## config.mk

```make
export PLATFORM = sky130hd
export DESIGN_NAME = isometric_dda_line_raster
export DESIGN_NICKNAME = d
export VERILOG_FILES = /design/src/sv/idda_pkg.sv /design/src/sv/idda_ctrl.sv /design/src/sv/idda_dp.sv /design/src/sv/isometric_dda_line_raster.sv
export SDC_FILE = /design/constraint.sdc
export NUM_CORES = 2
export LEC_CHECK = 0
export BUFFER_PORTS_ARGS = -buffer_cell sky130_fd_sc_hd__buf_2
export CORE_MARGIN = 2
export CORE_UTILIZATION = 65
export CTS_CLUSTER_DIAMETER = 50
export DETAILED_ROUTE_END_ITERATION = 6
export GPL_TIMING_DRIVEN = 0
export MAX_ROUTING_LAYER = met4
export PLACE_DENSITY = 0.85
export SLEW_MARGIN = 20
export SYNTH_ARGS = -nofsm -noshare
export SYNTH_HDL_FRONTEND = slang
export SYNTH_SLANG_ARGS = --single-unit
export TNS_END_PERCENT = 1
```

## constraint.sdc

```tcl
create_clock -name clk -period 17.45 [get_ports clk]
set_input_delay 5.235 -clock clk [delete_from_list [all_inputs] [get_ports clk]]
set_output_delay 5.235 -clock clk [all_outputs]
set_load 0.02 [all_outputs]
```

## src/sv/idda_pkg.sv

```systemverilog
// Shared types and constants for the isometric DDA line rasterizer.
// No dependencies; every other file of the block imports this package.
package idda_pkg;

	// Default values of the top-level parameters
	localparam int MAX_SPAN_DEF  = 64;
	localparam int GRID_BITS_DEF = 10;
	localparam int FRAC_BITS_DEF = 16;

	// Field and register widths
	localparam int COORD_W    = 10;
	localparam int HGT_W      = 10;
	localparam int SCALE_W    = 7;
	localparam int ORG_W      = 11;
	localparam int PIX_W      = 16;
	localparam int COLOR_W    = 24;
	localparam int CFG_IDX_W  = 2;
	localparam int CFG_DATA_W = 11;

	// Configuration register indexes
	localparam logic [CFG_IDX_W-1:0] REG_SCALE    = 2'd0;
	localparam logic [CFG_IDX_W-1:0] REG_ORIGIN_X = 2'd1;
	localparam logic [CFG_IDX_W-1:0] REG_ORIGIN_Y = 2'd2;

	// Register reset values
	localparam logic [SCALE_W-1:0] SCALE_RST  = 7'd20;
	localparam logic [ORG_W-1:0]   ORIGIN_RST = 11'd250;

	// Projection constants, unsigned Q1.15: cos(0.8) and sin(0.8)
	localparam int              Q15_FRAC = 15;
	localparam logic [15:0]     COS_Q15  = 16'd22830;
	localparam logic [15:0]     SIN_Q15  = 16'd23506;

	localparam logic [COLOR_W-1:0] COLOR_RED   = 24'hff0000;
	localparam logic [COLOR_W-1:0] COLOR_WHITE = 24'hffffff;

	// Front-end arithmetic widths
	localparam int SCAL_W = COORD_W + SCALE_W;  // grid coord times scale
	localparam int SD_W   = SCAL_W + 1;         // c - r (signed) and c + r
	localparam int PROD_W = 35;                 // Q.15 projection products
	localparam int INT_W  = 20;                 // integer bits of a position, with sign

	// Sequencer wait from input capture until the step count is registered
	localparam int CALC_LAT = 7;

	typedef struct packed {
		logic load_in;
		logic div_init;
		logic div_step;
		logic run_init;
		logic emit;
		logic final_slot;
	} cmd_t;

	typedef struct packed {
		logic m_zero;
		logic more_next;
	} sts_t;

endpackage

```

## src/sv/idda_ctrl.sv

```systemverilog
// Sequencer of the isometric DDA line rasterizer: projection wait, divide, run.
// Depends on idda_pkg; drives the command struct of idda_dp.
module idda_ctrl #(
	parameter int MAX_SPAN  = idda_pkg::MAX_SPAN_DEF,
	parameter int FRAC_BITS = idda_pkg::FRAC_BITS_DEF
) (
	input  logic            clk,
	input  logic            arst_n,
	input  logic            in_valid,
	output logic            in_ready,
	output logic            out_valid,
	input  logic            out_ready,
	input  idda_pkg::sts_t  sts,
	output idda_pkg::cmd_t  cmd
);
	import idda_pkg::*;

	localparam int QUO_W   = FRAC_BITS + 2;
	localparam int TMR_MAX = (CALC_LAT > QUO_W - 1) ? CALC_LAT : QUO_W - 1;
	localparam int TMR_W   = $clog2(TMR_MAX + 1);
	localparam int CNT_W   = (MAX_SPAN > 1) ? $clog2(MAX_SPAN) : 1;

	localparam logic [2:0] S_IDLE = 3'd0;
	localparam logic [2:0] S_CALC = 3'd1;
	localparam logic [2:0] S_DIV  = 3'd2;
	localparam logic [2:0] S_SIGN = 3'd3;
	localparam logic [2:0] S_RUN  = 3'd4;

	logic [2:0]       state_q;
	logic [TMR_W-1:0] tmr_q;
	logic [CNT_W-1:0] cnt_q;
	logic             out_valid_q;
	logic             emit_ok;
	logic             final_slot;
	logic             run_last;
	logic             calc_done;

	assign in_ready   = (state_q == S_IDLE);
	assign out_valid  = out_valid_q;
	assign emit_ok    = (state_q == S_RUN) && (!out_valid_q || out_ready);
	assign final_slot = (cnt_q == CNT_W'(MAX_SPAN - 1));
	assign run_last   = !sts.more_next || final_slot;
	assign calc_done  = (tmr_q == TMR_W'(CALC_LAT));

	always_comb begin
		cmd.load_in    = in_valid && in_ready;
		cmd.div_init   = (state_q == S_CALC) && calc_done && !sts.m_zero;
		cmd.div_step   = (state_q == S_DIV);
		cmd.run_init   = (state_q == S_SIGN);
		cmd.emit       = emit_ok;
		cmd.final_slot = final_slot;
	end

	always_ff @(posedge clk or negedge arst_n) begin
		if (!arst_n) begin
			state_q     <= S_IDLE;
			tmr_q       <= '0;
			cnt_q       <= '0;
			out_valid_q <= 1'b0;
		end else begin
			if (emit_ok) begin
				out_valid_q <= 1'b1;
			end else if (out_ready) begin
				out_valid_q <= 1'b0;
			end
			unique case (state_q)
				S_IDLE: begin
					if (in_valid) begin
						state_q <= S_CALC;
						tmr_q   <= '0;
					end
				end
				S_CALC: begin
					if (calc_done) begin
						state_q <= sts.m_zero ? S_IDLE : S_DIV;
						tmr_q   <= '0;
					end else begin
						tmr_q <= tmr_q + 1'b1;
					end
				end
				S_DIV: begin
					if (tmr_q == TMR_W'(QUO_W - 1)) begin
						state_q <= S_SIGN;
					end
					tmr_q <= tmr_q + 1'b1;
				end
				S_SIGN: begin
					state_q <= S_RUN;
					cnt_q   <= '0;
				end
				S_RUN: begin
					if (emit_ok) begin
						cnt_q <= cnt_q + 1'b1;
						if (run_last) begin
							state_q <= S_IDLE;
						end
					end
				end
				default: begin
					state_q <= S_IDLE;
				end
			endcase
		end
	end

endmodule

```

## src/sv/idda_dp.sv

```systemverilog
// Datapath of the isometric DDA line rasterizer: projection pipe, two-lane
// restoring divider, DDA stepper and output register. Depends on idda_pkg.
module idda_dp #(
	parameter int GRID_BITS = idda_pkg::GRID_BITS_DEF,
	parameter int FRAC_BITS = idda_pkg::FRAC_BITS_DEF
) (
	input  logic                                clk,
	input  idda_pkg::cmd_t                      cmd,
	output idda_pkg::sts_t                      sts,
	input  logic [idda_pkg::SCALE_W-1:0]        scale,
	input  logic [idda_pkg::ORG_W-1:0]          origin_x,
	input  logic [idda_pkg::ORG_W-1:0]          origin_y,
	input  logic [idda_pkg::COORD_W-1:0]        col_start,
	input  logic [idda_pkg::COORD_W-1:0]        row_start,
	input  logic signed [idda_pkg::HGT_W-1:0]   height_start,
	input  logic [idda_pkg::COORD_W-1:0]        col_end,
	input  logic [idda_pkg::COORD_W-1:0]        row_end,
	input  logic signed [idda_pkg::HGT_W-1:0]   height_end,
	output logic signed [idda_pkg::PIX_W-1:0]   pix_x,
	output logic signed [idda_pkg::PIX_W-1:0]   pix_y,
	output logic [idda_pkg::COLOR_W-1:0]        color,
	output logic                                last,
	output logic                                cut
);
	import idda_pkg::*;

	localparam int POS_W  = FRAC_BITS + INT_W;
	localparam int DIFF_W = POS_W + 1;
	localparam int MAG_W  = POS_W;
	localparam int M_W    = MAG_W - FRAC_BITS;
	localparam int REM_W  = M_W + 1;
	localparam int QUO_W  = FRAC_BITS + 2;
	localparam int STEP_W = QUO_W + 1;
	localparam int CONV_W = PROD_W + 6;
	localparam int SH_UP  = (FRAC_BITS >= Q15_FRAC) ? FRAC_BITS - Q15_FRAC : 0;
	localparam int SH_DN  = (FRAC_BITS < Q15_FRAC) ? Q15_FRAC - FRAC_BITS : 0;
	localparam int ORGH_W = ORG_W + 2;

	localparam logic [COORD_W-1:0] GRID_MASK = COORD_W'((1 << GRID_BITS) - 1);
	localparam logic signed [PROD_W-1:0] COS_S = PROD_W'(COS_Q15);
	localparam logic [PROD_W-1:0]        SIN_U = PROD_W'(SIN_Q15);
	localparam logic signed [CONV_W-1:0] DN_BIAS = CONV_W'((1 << SH_DN) - 1);
	localparam logic signed [DIFF_W-1:0] ONE_D =
		{{(DIFF_W - FRAC_BITS - 1){1'b0}}, 1'b1, {FRAC_BITS{1'b0}}};
	localparam logic signed [DIFF_W-1:0] NEG_ONE_D = -ONE_D;
	localparam logic signed [POS_W-1:0]  FRAC_MASK =
		{{(POS_W - FRAC_BITS){1'b0}}, {FRAC_BITS{1'b1}}};

	// Q.15 product to a position with FRAC_BITS fraction bits, toward zero
	function automatic logic signed [POS_W-1:0] q15_conv(input logic signed [PROD_W-1:0] p);
		logic signed [CONV_W-1:0] w;
		logic signed [CONV_W-1:0] b;
		logic signed [CONV_W-1:0] r;
		w = {{(CONV_W - PROD_W){p[PROD_W-1]}}, p};
		b = w[CONV_W-1] ? DN_BIAS : '0;
		r = ((w + b) >>> SH_DN) <<< SH_UP;
		return r[POS_W-1:0];
	endfunction

	function automatic logic int_nonzero(input logic signed [DIFF_W-1:0] v);
		return (v >= ONE_D) || (v <= NEG_ONE_D);
	endfunction

	function automatic logic [PIX_W-1:0] pix_of(input logic signed [POS_W-1:0] v);
		logic signed [POS_W-1:0] a;
		a = v + (v[POS_W-1] ? FRAC_MASK : '0);
		return a[FRAC_BITS+PIX_W-1:FRAC_BITS];
	endfunction

	// captured edge
	logic [COORD_W-1:0]       col0_q, row0_q, col1_q, row1_q;
	logic signed [HGT_W-1:0]  h0_q, h1_q;
	logic [COLOR_W-1:0]       color_q;

	// projection pipe
	logic [SCAL_W-1:0]        c0_s1, r0_s1, c1_s1, r1_s1;
	logic signed [SD_W-1:0]   d0_s2, d1_s2;
	logic [SD_W-1:0]          a0_s2, a1_s2;
	logic signed [PROD_W-1:0] px0_s3, py0_s3, px1_s3, py1_s3;
	logic signed [POS_W-1:0]  x0_s4, y0_s4, x1_s4, y1_s4;
	logic signed [DIFF_W-1:0] dx_s5, dy_s5;
	logic [MAG_W-1:0]         adx_s6, ady_s6;
	logic [M_W-1:0]           m_s7;

	// divider lanes
	logic [REM_W-1:0]         rem_x_q, rem_y_q;
	logic [QUO_W-1:0]         quo_x_q, quo_y_q;
	logic [REM_W-1:0]         trial_x, trial_y;
	logic                     ge_x, ge_y;

	// stepper
	logic signed [STEP_W-1:0] sx_q, sy_q;
	logic signed [POS_W-1:0]  x_q, y_q;
	logic signed [DIFF_W-1:0] ex_q, ey_q;
	logic signed [DIFF_W-1:0] ex_nxt, ey_nxt;
	logic                     more_next;

	logic signed [ORGH_W-1:0] oyh0, oyh1;
	logic signed [POS_W-1:0]  ox_pos;

	always_ff @(posedge clk) begin
		if (cmd.load_in) begin
			col0_q  <= col_start & GRID_MASK;
			row0_q  <= row_start & GRID_MASK;
			col1_q  <= col_end & GRID_MASK;
			row1_q  <= row_end & GRID_MASK;
			h0_q    <= height_start;
			h1_q    <= height_end;
			color_q <= (height_start != '0 || height_end != '0) ? COLOR_RED : COLOR_WHITE;
		end
	end

	// Free-running pipe; the captured edge is held until the run is over.
	assign oyh0   = $signed({2'b00, origin_y}) - ORGH_W'(h0_q);
	assign oyh1   = $signed({2'b00, origin_y}) - ORGH_W'(h1_q);
	assign ox_pos = $signed({{(POS_W - ORG_W){1'b0}}, origin_x}) <<< FRAC_BITS;

	always_ff @(posedge clk) begin
		c0_s1  <= SCAL_W'(col0_q) * SCAL_W'(scale);
		r0_s1  <= SCAL_W'(row0_q) * SCAL_W'(scale);
		c1_s1  <= SCAL_W'(col1_q) * SCAL_W'(scale);
		r1_s1  <= SCAL_W'(row1_q) * SCAL_W'(scale);

		d0_s2  <= $signed({1'b0, c0_s1}) - $signed({1'b0, r0_s1});
		d1_s2  <= $signed({1'b0, c1_s1}) - $signed({1'b0, r1_s1});
		a0_s2  <= {1'b0, c0_s1} + {1'b0, r0_s1};
		a1_s2  <= {1'b0, c1_s1} + {1'b0, r1_s1};

		px0_s3 <= PROD_W'(d0_s2 * COS_S);
		px1_s3 <= PROD_W'(d1_s2 * COS_S);
		py0_s3 <= $signed(PROD_W'(a0_s2 * SIN_U));
		py1_s3 <= $signed(PROD_W'(a1_s2 * SIN_U));

		x0_s4  <= q15_conv(px0_s3) + ox_pos;
		x1_s4  <= q15_conv(px1_s3) + ox_pos;
		y0_s4  <= q15_conv(py0_s3) + (POS_W'(oyh0) <<< FRAC_BITS);
		y1_s4  <= q15_conv(py1_s3) + (POS_W'(oyh1) <<< FRAC_BITS);

		dx_s5  <= DIFF_W'(x1_s4) - DIFF_W'(x0_s4);
		dy_s5  <= DIFF_W'(y1_s4) - DIFF_W'(y0_s4);

		adx_s6 <= MAG_W'(dx_s5[DIFF_W-1] ? -dx_s5 : dx_s5);
		ady_s6 <= MAG_W'(dy_s5[DIFF_W-1] ? -dy_s5 : dy_s5);

		m_s7   <= (adx_s6 > ady_s6) ? adx_s6[MAG_W-1:FRAC_BITS] : ady_s6[MAG_W-1:FRAC_BITS];
	end

	// One quotient bit per cycle on both lanes; remainder stays below m.
	assign trial_x = {rem_x_q[REM_W-2:0], quo_x_q[QUO_W-1]};
	assign trial_y = {rem_y_q[REM_W-2:0], quo_y_q[QUO_W-1]};
	assign ge_x    = (trial_x >= {1'b0, m_s7});
	assign ge_y    = (trial_y >= {1'b0, m_s7});

	always_ff @(posedge clk) begin
		if (cmd.div_init) begin
			rem_x_q <= REM_W'(adx_s6[MAG_W-1:QUO_W]);
			rem_y_q <= REM_W'(ady_s6[MAG_W-1:QUO_W]);
			quo_x_q <= adx_s6[QUO_W-1:0];
			quo_y_q <= ady_s6[QUO_W-1:0];
		end else if (cmd.div_step) begin
			rem_x_q <= ge_x ? trial_x - {1'b0, m_s7} : trial_x;
			rem_y_q <= ge_y ? trial_y - {1'b0, m_s7} : trial_y;
			quo_x_q <= {quo_x_q[QUO_W-2:0], ge_x};
			quo_y_q <= {quo_y_q[QUO_W-2:0], ge_y};
		end
	end

	assign ex_nxt    = ex_q + {{(DIFF_W - STEP_W){sx_q[STEP_W-1]}}, sx_q};
	assign ey_nxt    = ey_q + {{(DIFF_W - STEP_W){sy_q[STEP_W-1]}}, sy_q};
	assign more_next = int_nonzero(ex_nxt) || int_nonzero(ey_nxt);

	always_ff @(posedge clk) begin
		if (cmd.run_init) begin
			sx_q <= dx_s5[DIFF_W-1] ? -$signed({1'b0, quo_x_q}) : $signed({1'b0, quo_x_q});
			sy_q <= dy_s5[DIFF_W-1] ? -$signed({1'b0, quo_y_q}) : $signed({1'b0, quo_y_q});
			x_q  <= x0_s4;
			y_q  <= y0_s4;
			ex_q <= -dx_s5;
			ey_q <= -dy_s5;
		end else if (cmd.emit) begin
			x_q  <= x_q + {{(POS_W - STEP_W){sx_q[STEP_W-1]}}, sx_q};
			y_q  <= y_q + {{(POS_W - STEP_W){sy_q[STEP_W-1]}}, sy_q};
			ex_q <= ex_nxt;
			ey_q <= ey_nxt;
		end
	end

	// output register
	always_ff @(posedge clk) begin
		if (cmd.emit) begin
			pix_x <= $signed(pix_of(x_q));
			pix_y <= $signed(pix_of(y_q));
			color <= color_q;
			last  <= !more_next || cmd.final_slot;
			cut   <= more_next && cmd.final_slot;
		end
	end

	always_comb begin
		sts.m_zero    = (m_s7 == '0);
		sts.more_next = more_next;
	end

endmodule

```

## src/sv/isometric_dda_line_raster.sv

```systemverilog
// Top level of the isometric DDA line rasterizer: configuration registers,
// sequencer (idda_ctrl) and datapath (idda_dp). Depends on idda_pkg.
//
//   channel | signals                          | moves
//   --------+----------------------------------+---------------------------------
//   in      | in_valid / in_ready              | one edge request: two grid points
//   out     | out_valid / out_ready            | one pixel per request beat
//   cfg     | cfg_we, cfg_idx, cfg_data        | register write, no wait, no read
//
// An edge passes input capture, the projection pipe and step-count logic,
// the shared two-lane restoring divider (one quotient bit per cycle), a
// step-sign state, then the stepper, which emits up to MAX_SPAN pixels.
// A degenerate edge (zero step count) returns to idle after the projection
// wait, with no divide and no pixels.
// in_ready is high only while no edge is in work; the last pixel of an edge
// may still sit in the output register while the next edge is taken.
// A stall on out_ready holds the stepper; reset clears control and config registers only.
module isometric_dda_line_raster #(
	parameter int MAX_SPAN  = idda_pkg::MAX_SPAN_DEF,
	parameter int GRID_BITS = idda_pkg::GRID_BITS_DEF,
	parameter int FRAC_BITS = idda_pkg::FRAC_BITS_DEF
) (
	input  logic                                clk,
	input  logic                                arst_n,
	input  logic                                cfg_we,
	input  logic [idda_pkg::CFG_IDX_W-1:0]      cfg_idx,
	input  logic [idda_pkg::CFG_DATA_W-1:0]     cfg_data,
	input  logic                                in_valid,
	output logic                                in_ready,
	input  logic [idda_pkg::COORD_W-1:0]        col_start,
	input  logic [idda_pkg::COORD_W-1:0]        row_start,
	input  logic signed [idda_pkg::HGT_W-1:0]   height_start,
	input  logic [idda_pkg::COORD_W-1:0]        col_end,
	input  logic [idda_pkg::COORD_W-1:0]        row_end,
	input  logic signed [idda_pkg::HGT_W-1:0]   height_end,
	output logic                                out_valid,
	input  logic                                out_ready,
	output logic signed [idda_pkg::PIX_W-1:0]   pix_x,
	output logic signed [idda_pkg::PIX_W-1:0]   pix_y,
	output logic [idda_pkg::COLOR_W-1:0]        color,
	output logic                                last,
	output logic                                cut
);
	import idda_pkg::*;

	logic [SCALE_W-1:0] scale_q;
	logic [ORG_W-1:0]   origin_x_q;
	logic [ORG_W-1:0]   origin_y_q;
	cmd_t               cmd;
	sts_t               sts;

	// Writes to an index past the register list are dropped.
	always_ff @(posedge clk or negedge arst_n) begin
		if (!arst_n) begin
			scale_q    <= SCALE_RST;
			origin_x_q <= ORIGIN_RST;
			origin_y_q <= ORIGIN_RST;
		end else if (cfg_we) begin
			unique case (cfg_idx)
				REG_SCALE:    scale_q    <= cfg_data[SCALE_W-1:0];
				REG_ORIGIN_X: origin_x_q <= cfg_data[ORG_W-1:0];
				REG_ORIGIN_Y: origin_y_q <= cfg_data[ORG_W-1:0];
				default: ;
			endcase
		end
	end

	idda_ctrl #(
		.MAX_SPAN  (MAX_SPAN),
		.FRAC_BITS (FRAC_BITS)
	) u_ctrl (
		.clk       (clk),
		.arst_n    (arst_n),
		.in_valid  (in_valid),
		.in_ready  (in_ready),
		.out_valid (out_valid),
		.out_ready (out_ready),
		.sts       (sts),
		.cmd       (cmd)
	);

	idda_dp #(
		.GRID_BITS (GRID_BITS),
		.FRAC_BITS (FRAC_BITS)
	) u_dp (
		.clk          (clk),
		.cmd          (cmd),
		.sts          (sts),
		.scale        (scale_q),
		.origin_x     (origin_x_q),
		.origin_y     (origin_y_q),
		.col_start    (col_start),
		.row_start    (row_start),
		.height_start (height_start),
		.col_end      (col_end),
		.row_end      (row_end),
		.height_end   (height_end),
		.pix_x        (pix_x),
		.pix_y        (pix_y),
		.color        (color),
		.last         (last),
		.cut          (cut)
	);

endmodule

```

==> metrics.yaml <==
synth:
  synthTopCellsByArea: "ha_1, fa_1, dfxtp_1, edfxtp_1, inv_1"
  seq_area_frac_synth_pct: 29.1
  synth_simple_gate_area_share_pct: 11.1
  ys_async_sr_fraction_pct: 4.60
  synth_flop_cell: "dfxtp_1"
  synth_compound_area_share_pct: 12.4
  synth_top_area_share_pct: 17.2
  syn-instance-count: 8166
  synth.cell_area_um2: 78800
  synth.area.mux_share_pct: 0.933
  syn_avg_cell_area_um2: 9.65
  synth_seq_cells: 956
  yosysTopAreaCell: "ha_1"
  yosys_warnings: 0
  synth_edf_count: 352
  synth_xor_xnor_area_share_pct: 7.47
  synth_top_family_by_area: "adder cells"
  synth_fa_ha_area_share_pct: 32.2
  yosysUniqueCellTypes: 90
layout:
  multi_input_area_um2: 50600
  seq_area_um2: 22900
  area_delta_synth_final_pct: 8.58
  fillers: 8497
  finish.net_count: 10200
  layout-drive-gt1-share_pct: 5.82
global_route:
  grt_pass1_vias: 61200
  antenna_found_initial: 14
  track_usage_pct: 33.2
  grt-ovfl-total: 0
  grt_max_degree: 55
  grt_pass1_wl_mm: 319
clocking:
  h-tree-depth: 3
  clk_pin_slew_ns: 0.07
  cts_hold_buf: 0
  insertion_delay_ns: 0.76
  postCtsSetupRepairBufs: 0
  cts-root-buf: "clkbuf_16"
  cts.repair.resized: 0
  cts.sinks: 956
  clockBufferDepth: 3
  cts_buffers: 111
  cts_tree: "yes"
setup_path:
  criticalPathCategory: "reg -> out"
  path_cells: "clkbuf_1 -> nor3_1 -> buf_2"
  cp_slowest_cell: "dfrtp_1"
  cp-end-kind: "output pin"
  max_stage_delay_ns: 0.41
  cp.arrival_ns: 1.89
  reg2reg_depth: 21
  worst_r2r_endpoint: "u_dp.px1_s3[32]"
  cp_max_fo: 10
  r2r_setup_slack_ns: 10.39
  start_kind: "flip-flop"
  worst_ep_required_time_ns: 12.21
  rr_startpoint: "u_dp.d1_s2[17]"
timing:
  tns_ns: 0
  rsz0062_at_grt: "no"
  clock_skew_ns: 0.0485
  finalSetupViolCount: 0
  finalCriticalPeriod_ns: 7.12
  min_period_over_period_pct: 40.8
  relSlewSlack_pct: 17.0
  fmax_mhz: 140
  worst_pin_slew_ns: 1.24
  final_max_slew_viol_count: 0
  finalHoldViolCount: 0
floorplanning:
  core_area_um2: 120000
  ios: 138
  die_h_um: 352
  die_area_um2: 124000
  placementRows: 127
  start_util_pct: 65.6
  die_x_um: 352
place:
  dp_hpwl_mm: 160
  io_buffers: 129
  place_congestion: 0.993
drt:
  dr.pass1.iters: 6
  dr_total_vias: 59900
  detail_route.iter0.violations: 4470
  routedWlPerCell_um: 19.9
  ant_nets: 0
  drc: 0
  totalWireLength_mm: 202
  vias_per_cell: 5.90
worst_hold_path:
  hold_depth: 0
  hold_path.class: "reg -> reg"
  holdCritStartpoint: "u_dp.px1_s3[8]"
  holdPathEnd: "u_dp.x1_s4[9]"
outcome:
  status: "completed"
flow_run:
  max_cap_violations: 0
[area by class of cell]
class / instances / share of cell area (%)
buffer: 164 / 0.849
inverter: 1235 / 5.42
sequential: 956 / 26.8
tap: 1612 / 2.36
multi-input combinational: 5818 / 59.1
timing repair buffer: 139 / 0.994
clock buffer: 137 / 3.58
clock inverter: 75 / 0.882
antenna: 8 / 0.0234
[how the worst max path moves through the flow]
| stage | from | to | slack [ns] | cells past startpoint |
|---|---|---|---|---|
| after floorplan | out_ready | u_dp.ex_q[0] | 8.23 | 3 |
| after detailed placement | out_ready | u_dp.y_q[34] | 9.86 | 7 |
| after global placement | out_ready | u_dp.y_q[24] | 5.73 | 4 |
| after CTS | u_ctrl.state_q[1] | in_ready | 10.29 | 3 |
| after global routing | u_dp.d1_s2[0] | u_dp.py1_s3[26] | 9.93 | 22 |
| final | u_ctrl.state_q[1] | in_ready | 10.33 | 3 |
[sequential cells by signal (all words and copies together), names as in the netlist, 33 cells and up]
| register | count |
|---|---|
| u_dp.ex_q | 37 |
| u_dp.ey_q | 37 |
| u_dp.x_q | 36 |
| u_dp.y_q | 36 |
| u_dp.dx_s5 | 35 |
| u_dp.ady_s6 | 34 |
| u_dp.dy_s5 | 34 |
| u_dp.x0_s4 | 34 |
| u_dp.x1_s4 | 34 |
| u_dp.adx_s6 | 33 |
| u_dp.px1_s3 | 33 |
| u_dp.y0_s4 | 33 |
| u_dp.y1_s4 | 33 |
[metal layers]
metal	track usage [%]	share of wire, %
met1	38.3	39
met2	55.6	48
met3	5.10	6.7
met4	18.3	6.4
met5	-	0
[stage by stage]
stage	instance area [um2]	hold WS (ns)	cells	setup WS (ns)	util [%]
CTS	85600	0.274	10100	10.29	71.2
finish	85600	0.292	10100	10.33	71.2
floorplan	78800	0.310	8173	8.23	-
global placement	81500	0.310	9914	5.73	67.8
detailed placement	81700	0.312	9924	9.86	68.0
global route	85600	0.303	10100	9.93	71.2
[kinds of logic (layout without fill, tap and decap cells)]
group                      after synthesis  after routing
buffers and inverters                 1399           1750
and+or+nand+nor                       1818           1818
AOI/OAI and AO/OA                     1579           1579
other                                    1             16
adders and majority gates             1674           1674
muxes                                   67             67
xor gates and xnor gates               672            672
DFF                                    956            956
[cell usage after synthesis (all sizes together) (123+ instances only)]
cell type	count
nor2	391
and2	152
fa	589
ha	1085
xor2	213
xnor2	459
o21ai	386
a21oi	516
inv	1234
clkbuf	123
edfxtp	352
dfxtp	560
a21o	201
nand2	623
[layout by cell type, fill, tap and decap left out, types with 67 or more instances in the layout]
cell type and n:
nor2_1 389, nand2b_1 74, xnor2_1 459, and2_1 150, edfxtp_1 352, clkbuf_16 116, inv_1 1232, xor2_1 213
nand3_1 120, nand2_1 620, or3_1 67, o21bai_1 90, nor3_1 105, dfxtp_1 558, buf_2 132, a21o_1 201
ha_1 1085, a21oi_1 516, clkbuf_1 132, o21ai_0 379, fa_1 589
[critical path, delay by kind of cell, from the launching register on]
family | cells | cell delay, ns
simple gates | 1 | 0.27
buf+inv | 2 | 0.44
flops | 1 | 0.41
Power is not shown: default switching activity piles up to over one toggle a cycle in this logic, so the estimate is an artifact.
